### config.mk
export PLATFORM = sky130hd
export DESIGN_NAME = preemptive_priority_scheduler
export DESIGN_NICKNAME = d
export VERILOG_FILES = /design/src/hdl/pps_pkg.sv /design/src/hdl/pps_task_ram.sv /design/src/hdl/preemptive_priority_scheduler.sv
export SDC_FILE = /design/constraint.sdc
export NUM_CORES = 1
export LEC_CHECK = 0
export BUFFER_PORTS_ARGS = -buffer_cell sky130_fd_sc_hd__buf_2
export CAP_MARGIN = 20
export CORE_AREA = 3 3 371 373
export CTS_CLUSTER_DIAMETER = 200
export DETAILED_ROUTE_END_ITERATION = 10
export DIE_AREA = 0 0 374 376
export PLACE_DENSITY_LB_ADDON = 0.25
export SETUP_SLACK_MARGIN = 0.4
export SYNTH_ARGS = -nofsm -noshare
export SYNTH_HDL_FRONTEND = slang
export SYNTH_SLANG_ARGS = --single-unit
export TNS_END_PERCENT = 30
### constraint.sdc
create_clock -name clk -period 9.1 [get_ports clk]
set_clock_uncertainty 0.2 [all_clocks]
set_input_delay 0.455 -clock clk [delete_from_list [all_inputs] [get_ports clk]]
set_output_delay 0.455 -clock clk [all_outputs]
set_load 0.05 [all_outputs]
### src/hdl/pps_pkg.sv
// ----------------------------------------------------------------------------
// pps_pkg
// Shared types and constants of the preemptive priority scheduler: command
// codes, the task table entry and the controller states.
// ----------------------------------------------------------------------------
`default_nettype none

package pps_pkg;

	localparam int unsigned SCHED_SLOTS = 16;

	localparam logic [15:0] TIME_MAX = 16'hFFFF;
	localparam logic [31:0] SUM_MAX  = 32'hFFFF_FFFF;

	localparam logic CMD_ADD  = 1'b0;
	localparam logic CMD_TICK = 1'b1;

	typedef struct packed {
		logic [15:0] arrival;
		logic [7:0]  prio;
		logic [15:0] remaining;
		logic [15:0] burst;
	} pps_task_t;

	typedef enum logic [1:0] {
		ST_IDLE,
		ST_SCAN,
		ST_UPDATE
	} pps_state_t;

endpackage

`default_nettype wire

### src/hdl/pps_task_ram.sv
// ----------------------------------------------------------------------------
// pps_task_ram
// Task table: one write port, one read port, registered read data.
// ----------------------------------------------------------------------------
`default_nettype none

module pps_task_ram #(
	parameter int unsigned SLOTS = 16,
	parameter int unsigned AW    = 4
) (
	input  wire                  clk,
	input  wire                  we,
	input  wire [AW-1:0]         waddr,
	input  pps_pkg::pps_task_t   wdata,
	input  wire                  re,
	input  wire [AW-1:0]         raddr,
	output pps_pkg::pps_task_t   rdata
);
	import pps_pkg::*;

	pps_task_t mem [SLOTS];
	pps_task_t rdata_q;

	always_ff @(posedge clk) begin
		if (we) begin
			mem[waddr] <= wdata;
		end
	end

	always_ff @(posedge clk) begin
		if (re) begin
			rdata_q <= mem[raddr];
		end
	end

	assign rdata = rdata_q;

endmodule

`default_nettype wire

### src/hdl/preemptive_priority_scheduler.sv
// ----------------------------------------------------------------------------
// preemptive_priority_scheduler
// Unit-time preemptive priority scheduler over a table of tasks.
// ----------------------------------------------------------------------------
// An add item (cmd 0) stores a task in the next free slot and gives no
// result; it is dropped if the table is full or its burst is zero.
// A tick item (cmd 1) scans the loaded slots one per cycle through the single
// read port of the task table, picks the eligible task with the smallest
// priority (earlier arrival, then lower slot, on ties), advances time by one
// (saturating at TIME_MAX) and runs that task one unit, if there is one. The
// tick goes from the scan state, where the registered read data is compared,
// to the update state, which writes the result registers once the result
// register is not held by out_stall. The next item is accepted in the cycle
// after the previous tick has written its result, even while that result is not yet taken.
`default_nettype none

module preemptive_priority_scheduler #(
	parameter int unsigned TASK_SLOTS = pps_pkg::SCHED_SLOTS
) (
	input  wire         clk,
	input  wire         arst_n,
	// input channel
	input  wire         in_valid,
	output logic        in_stall,
	input  wire         cmd,
	input  wire  [15:0] arrival_time,
	input  wire  [15:0] burst_length,
	input  wire  [7:0]  priority_level,
	// result channel
	output logic        out_valid,
	input  wire         out_stall,
	output logic [15:0] time_after,
	output logic        ran_valid,
	output logic [3:0]  ran_slot,
	output logic        finished,
	output logic [15:0] completion_time,
	output logic [15:0] turnaround,
	output logic [15:0] waiting,
	output logic        all_done,
	output logic [31:0] total_turnaround,
	output logic [31:0] total_waiting
);
	import pps_pkg::*;

	localparam int unsigned SW = $clog2(TASK_SLOTS);
	localparam int unsigned LW = $clog2(TASK_SLOTS + 1);

	pps_state_t state_q, state_nx;

	logic [LW-1:0] loaded_q, done_q, rd_idx_q, done_nx;
	logic [15:0]   now_q, now_nx;
	logic [31:0]   sum_tat_q, sum_wt_q, sum_tat_nx, sum_wt_nx;
	logic          rd_vld_s1, found_q, out_valid_q;
	logic [SW-1:0] idx_s1, best_slot_q;
	pps_task_t     best_q, rd_task, wr_task;

	logic add_we, tick_go, rd_issue, scan_end, commit;
	logic cand_elig, cand_better;
	logic ram_we;
	logic [SW-1:0] ram_waddr;

	logic [15:0] rem_nx, tat, wt;
	logic        fin;
	logic [32:0] tat_sum_w, wt_sum_w;

	// ---------------- control ----------------
	always_comb begin
		add_we   = 1'b0;
		tick_go  = 1'b0;
		rd_issue = 1'b0;
		scan_end = 1'b0;
		commit   = 1'b0;
		in_stall = (state_q != ST_IDLE);
		case (state_q)
			ST_IDLE: begin
				add_we  = in_valid && (cmd == CMD_ADD) && (loaded_q < LW'(TASK_SLOTS))
					&& (burst_length != 16'd0);
				tick_go = in_valid && (cmd == CMD_TICK);
			end
			ST_SCAN: begin
				rd_issue = (rd_idx_q < loaded_q);
				scan_end = !rd_issue && !rd_vld_s1;
			end
			ST_UPDATE: begin
				commit = !out_valid_q || !out_stall;
			end
			default: begin
				in_stall = 1'b1;
			end
		endcase
	end

	always_comb begin
		state_nx = state_q;
		case (state_q)
			ST_IDLE:   if (tick_go)  state_nx = ST_SCAN;
			ST_SCAN:   if (scan_end) state_nx = ST_UPDATE;
			ST_UPDATE: if (commit)   state_nx = ST_IDLE;
			default:   state_nx = ST_IDLE;
		endcase
	end

	// ---------------- task table ----------------
	always_comb begin
		wr_task           = best_q;
		wr_task.remaining = rem_nx;
		ram_we            = add_we || (commit && found_q);
		ram_waddr         = best_slot_q;
		if (add_we) begin
			wr_task.arrival   = arrival_time;
			wr_task.prio      = priority_level;
			wr_task.remaining = burst_length;
			wr_task.burst     = burst_length;
			ram_waddr         = loaded_q[SW-1:0];
		end
	end

	pps_task_ram #(
		.SLOTS (TASK_SLOTS),
		.AW    (SW)
	) u_ram (
		.clk   (clk),
		.we    (ram_we),
		.waddr (ram_waddr),
		.wdata (wr_task),
		.re    (rd_issue),
		.raddr (rd_idx_q[SW-1:0]),
		.rdata (rd_task)
	);

	// ---------------- scan compare ----------------
	always_comb begin
		cand_elig   = (rd_task.arrival <= now_q) && (rd_task.remaining != 16'd0);
		cand_better = cand_elig && (!found_q || (rd_task.prio < best_q.prio) ||
			((rd_task.prio == best_q.prio) && (rd_task.arrival < best_q.arrival)));
	end

	// ---------------- tick update ----------------
	always_comb begin
		now_nx    = (now_q == TIME_MAX) ? now_q : now_q + 16'd1;
		rem_nx    = best_q.remaining - 16'd1;
		fin       = found_q && (rem_nx == 16'd0);
		tat       = now_nx - best_q.arrival;
		// negative only after time saturated
		wt        = (tat >= best_q.burst) ? tat - best_q.burst : 16'd0;
		tat_sum_w = {1'b0, sum_tat_q} + {17'd0, tat};
		wt_sum_w  = {1'b0, sum_wt_q} + {17'd0, wt};
		sum_tat_nx = sum_tat_q;
		sum_wt_nx  = sum_wt_q;
		if (fin) begin
			sum_tat_nx = tat_sum_w[32] ? SUM_MAX : tat_sum_w[31:0];
			sum_wt_nx  = wt_sum_w[32] ? SUM_MAX : wt_sum_w[31:0];
		end
		done_nx = done_q + LW'(fin);
	end

	// ---------------- registers ----------------
	always_ff @(posedge clk or negedge arst_n) begin
		if (!arst_n) begin
			state_q     <= ST_IDLE;
			loaded_q    <= '0;
			done_q      <= '0;
			now_q       <= '0;
			sum_tat_q   <= '0;
			sum_wt_q    <= '0;
			rd_idx_q    <= '0;
			rd_vld_s1   <= 1'b0;
			found_q     <= 1'b0;
			out_valid_q <= 1'b0;
		end else begin
			state_q <= state_nx;
			if (add_we) begin
				loaded_q <= loaded_q + LW'(1);
			end
			if (tick_go) begin
				rd_idx_q  <= '0;
				rd_vld_s1 <= 1'b0;
				found_q   <= 1'b0;
			end
			if (state_q == ST_SCAN) begin
				rd_vld_s1 <= rd_issue;
				if (rd_issue) begin
					rd_idx_q <= rd_idx_q + LW'(1);
				end
				if (rd_vld_s1 && cand_better) begin
					found_q <= 1'b1;
				end
			end
			if (commit) begin
				out_valid_q <= 1'b1;
				now_q       <= now_nx;
				done_q      <= done_nx;
				sum_tat_q   <= sum_tat_nx;
				sum_wt_q    <= sum_wt_nx;
			end else if (out_valid_q && !out_stall) begin
				out_valid_q <= 1'b0;
			end
		end
	end

	always_ff @(posedge clk) begin
		if (state_q == ST_SCAN) begin
			idx_s1 <= rd_idx_q[SW-1:0];
			if (rd_vld_s1 && cand_better) begin
				best_q      <= rd_task;
				best_slot_q <= idx_s1;
			end
		end
		if (commit) begin
			time_after       <= now_nx;
			ran_valid        <= found_q;
			ran_slot         <= found_q ? 4'(best_slot_q) : 4'd0;
			finished         <= fin;
			completion_time  <= fin ? now_nx : 16'd0;
			turnaround       <= fin ? tat : 16'd0;
			waiting          <= fin ? wt : 16'd0;
			all_done         <= (done_nx == loaded_q);
			total_turnaround <= sum_tat_nx;
			total_waiting    <= sum_wt_nx;
		end
	end

	assign out_valid = out_valid_q;

endmodule

`default_nettype wire

==> impl_results.md <==
- Final instance area: 60630 µm²
- TritonCTS buffer count: 135
- Max-slew violations: 0
- ANT nets after route: 0
- Reg2Reg Setup Slack: between 0.8 and 0.9 ns
- Crit-path max cell delay: 0.47 ns
- Clk buf depth: 3
- Top-area cell type share of the netlist area: 0.6595
- Synth Instances: 3031
- Required @ worst endpoint: between 9 and 10 ns
- Min cycle time layout: between 8 and 9 ns
- Worst VDD drop: 0.2847 mV
- Number of sinks driven by the clock tree: 1251
- WL/cell: 25.29 µm
- FMAX: approximately 120 MHz
- Layout fillers: 11549
- Post-Syn Area: 52410 µm²
- Final wirelength: about 130000 µm
- Min-Delay Path Class: input pin to flop
- CP arrival: 8.46 ns
- Slew @ Worst Pin: 1.070 ns
- Global-route wire length before repair: 192900 µm
- Crit. End Element: flop
- MaxCap Viol Count: 0
- Synth warn: 0
- Fin. Hold Viols: 0
- Share of layout cells above drive strength 1: 0.2377
- Power, Total: 19.89 mW
- Sum Neg Setup Slack: 0 ns
- Post-Synthesis Mean Instance Area: approximately 17 µm²
- Drt initial violations: 2638
- Vias per inst: 5.474
- Num rows: ~140
- Remaining Overflow, GRT: 0
- Seq/Total Area, Yosys: 0.7072
- Routability cong.: approximately 0.88
- Layout area overhead: 15.68%
- Pre-CTS WS: 0.4573 ns
- GRT Overall Usage: 0.1869
- Full die area: 140600 µm²
- Setup ws final: 0.8870 ns
- Distinct cell type count after synthesis: 76
- Port buffer count: 181
- Multi-input gate area: between 10000 and 15000 µm²
- N_diodes: 0
- Synth Register Bits: 1251
- Status: completed
- Async S/R FF share, synth: 0.07994
- Critical-path top delay cell: dfrtp_1
- Crit Path Category: flop to flop
- Detailed placement HPWL: between 70000 and 80000 µm
- Root Buffer: clkbuf_16
- CTS tree: done
- CTS H-Tree Depth: 4
- Ys flop type: edfxtp_1
- Starting Density: 0.3883
- Initial antenna violation count: 2
- Vias in the first global route: around 28000
- IO Pins: 182
- Placeable core area: 135000 µm²
- Pwr Density: around 330 nW/µm²
- DIE WIDTH: 374 µm
- TritonRoute pass-1 iters: 6
- Cell accounting for the most synthesized area: edfxtp_1
- Post-synth net total: 3193
- Net count, final: 3504
- Die height: 376 µm
- Post-DP Area: 56000 µm²
- Synth top area cells: edfxtp_1 (66%), mux4_2 (12%), dfrtp_1 (4.8%)
- Post-synth EDFFs: 1151
- Largest net degree at the start of global routing: between 100 and 150
- Final setup violating endpoints: 0
- Area occupied by registers: 37080 µm²
- Routed vias: ~29000
- Leakage power figure: roughly 20 nW
- Crit-path most repeated cell: a21oi_1
- Clk slew on worst S/H paths: approximately 0.060 ns
- Period utilization: 0.9025
- RSZ-0062 raised after global routing: no
- Critical path peak fanout: 17
- Startpoint types: flop
- Dpl cells: 4972
- Relative slew slack: 0.2867
- # DRC: 0
- Later-pin clock latency in the skew report: 0.75 ns
- Finished Layout Cells: 5231
## logic make-up after synthesis
family / synth area share
flops: 0.7072
simple gates: 0.05887
compound gates: 0.04765
mux: 0.1234
buf+inv: 0.01611
fa+ha+maj: 0.02851
xor+xnor: 0.01822
## cells in the mapped netlist, types with 7 or more instances
| cell type | count |
|---|---|
| buf_2 | 9 |
| or3_1 | 7 |
| nor4_1 | 21 |
| nand3_1 | 51 |
| and3_1 | 29 |
| inv_1 | 93 |
| a21o_1 | 30 |
| clkbuf_1 | 79 |
| and2_1 | 48 |
| a21oi_1 | 115 |
| o21a_1 | 15 |
| a31oi_1 | 32 |
| nor3_1 | 32 |
| nand2_1 | 184 |
| or2_2 | 9 |
| buf_1 | 28 |
| a211oi_1 | 10 |
| nand2b_1 | 25 |
| o22a_1 | 12 |
| o21ai_0 | 134 |
| xor2_1 | 36 |
| nor2_1 | 170 |
| o21bai_1 | 8 |
| dfrtp_1 | 100 |
| edfxtp_1 | 1151 |
| nand4_1 | 26 |
| mux4_2 | 280 |
| xnor2_1 | 73 |
| ha_1 | 113 |
| nor2b_1 | 9 |
## per-stage QoR
step	hold WS, ns	util
2_1_floorplan	-0.04059	-
3_3_place_gp	0.2010	0.4149
3_5_place_dp	0.2052	0.4150
4_1_cts	0.02159	0.4487
5_1_grt	0.06826	0.4492
6_report	0.06184	0.4492
## worst max-delay path, delay by kind of cell (launching register included)
family	cells	cell delay [ns]
compound gates	16	3.04
buf+inv	1	0.20
simple gates	9	2.00
fa+ha+maj	4	1.50
flops	1	0.47
xor+xnor	2	0.51
## per-layer routing
layer / part of all wire / global-route usage / up-vias
met5: 0 / 0 / -
met4: 0.026 / 0.05576 / 0
met3: 0.065 / 0.03772 / 189
met2: 0.48 / 0.3005 / 906
met1: 0.43 / 0.2585 / 14868
li1: - / - / 12671
## power breakdown
part / leakage, nW / internal (mW) / switching (mW) / total [mW]
Clock: 2.16 / 3.19 / 2.25 / 5.44
Combinational: 6.81 / 2.87 / 4.29 / 7.16
Sequential: 11.5 / 6.99 / 0.304 / 7.29
Total: 20.5 / 13.1 / 6.84 / 19.9
## state kept, by name (all words and copies together) (netlist names), 16 cells and up
register,count
best_q,56
turnaround,16
waiting,16
u_ram.mem,896
total_turnaround,32
total_waiting,32
sum_wt_q,32
now_q,16
completion_time,16
time_after,16
u_ram.rdata,56
sum_tat_q,32
## cells in the final DEF (no fill, tap or decap), types with 35 or more instances in the layout
master and count:
a21oi_1 115, and2_1 47, buf_2 180, buf_4 103, clkbuf_16 141, dfrtp_1 96
edfxtp_1 1151, ha_1 112, inv_1 92, mux4_2 280, nand2_1 184, nand3_1 49
nor2_1 154, o21ai_0 131, xnor2_1 73, xor2_1 35
## worst paths after layout
check | startpoint | end | cells after the start
setup / recovery | now_q[0]$_DFFE_PN0P_ | total_waiting[9]$_DFFE_PP_ | 32
hold / removal | arrival_time[8] | u_ram.mem[8][48]$_DFFE_PP_ | 4
setup reg to reg | now_q[0]$_DFFE_PN0P_ | total_waiting[9]$_DFFE_PP_ | 32
hold reg to reg | u_ram.rdata[15]$_DFFE_PP_ | best_q[15]$_DFFE_PP_ | 0
max in group asynchronous | arst_n | rd_idx_q[3]$_DFF_PN0_ | 3
min in group asynchronous | arst_n | sum_wt_q[8]$_DFFE_PN0P_ | 2
## layout make-up
class | instances | share of cell area
clock buffer | 175 | 0.06063
clock inverter | 70 | 0.01288
inverter | 94 | 0.005903
multi-input combinational | 1565 | 0.2423
sequential | 1251 | 0.6116
tap | 1781 | 0.03676
timing repair buffer | 295 | 0.02993
## timing repair
item                                    in CTS  in global routing
pin swaps                                    0                  2
gates resized for setup                      1                  8
endpoints found under the hold margin      138                  0
endpoints found under the setup margin       1                 63
buffers inserted                             0                  4
hold buffers                                10                  0
No activity file was read; power rests on OpenSTA's default activity.
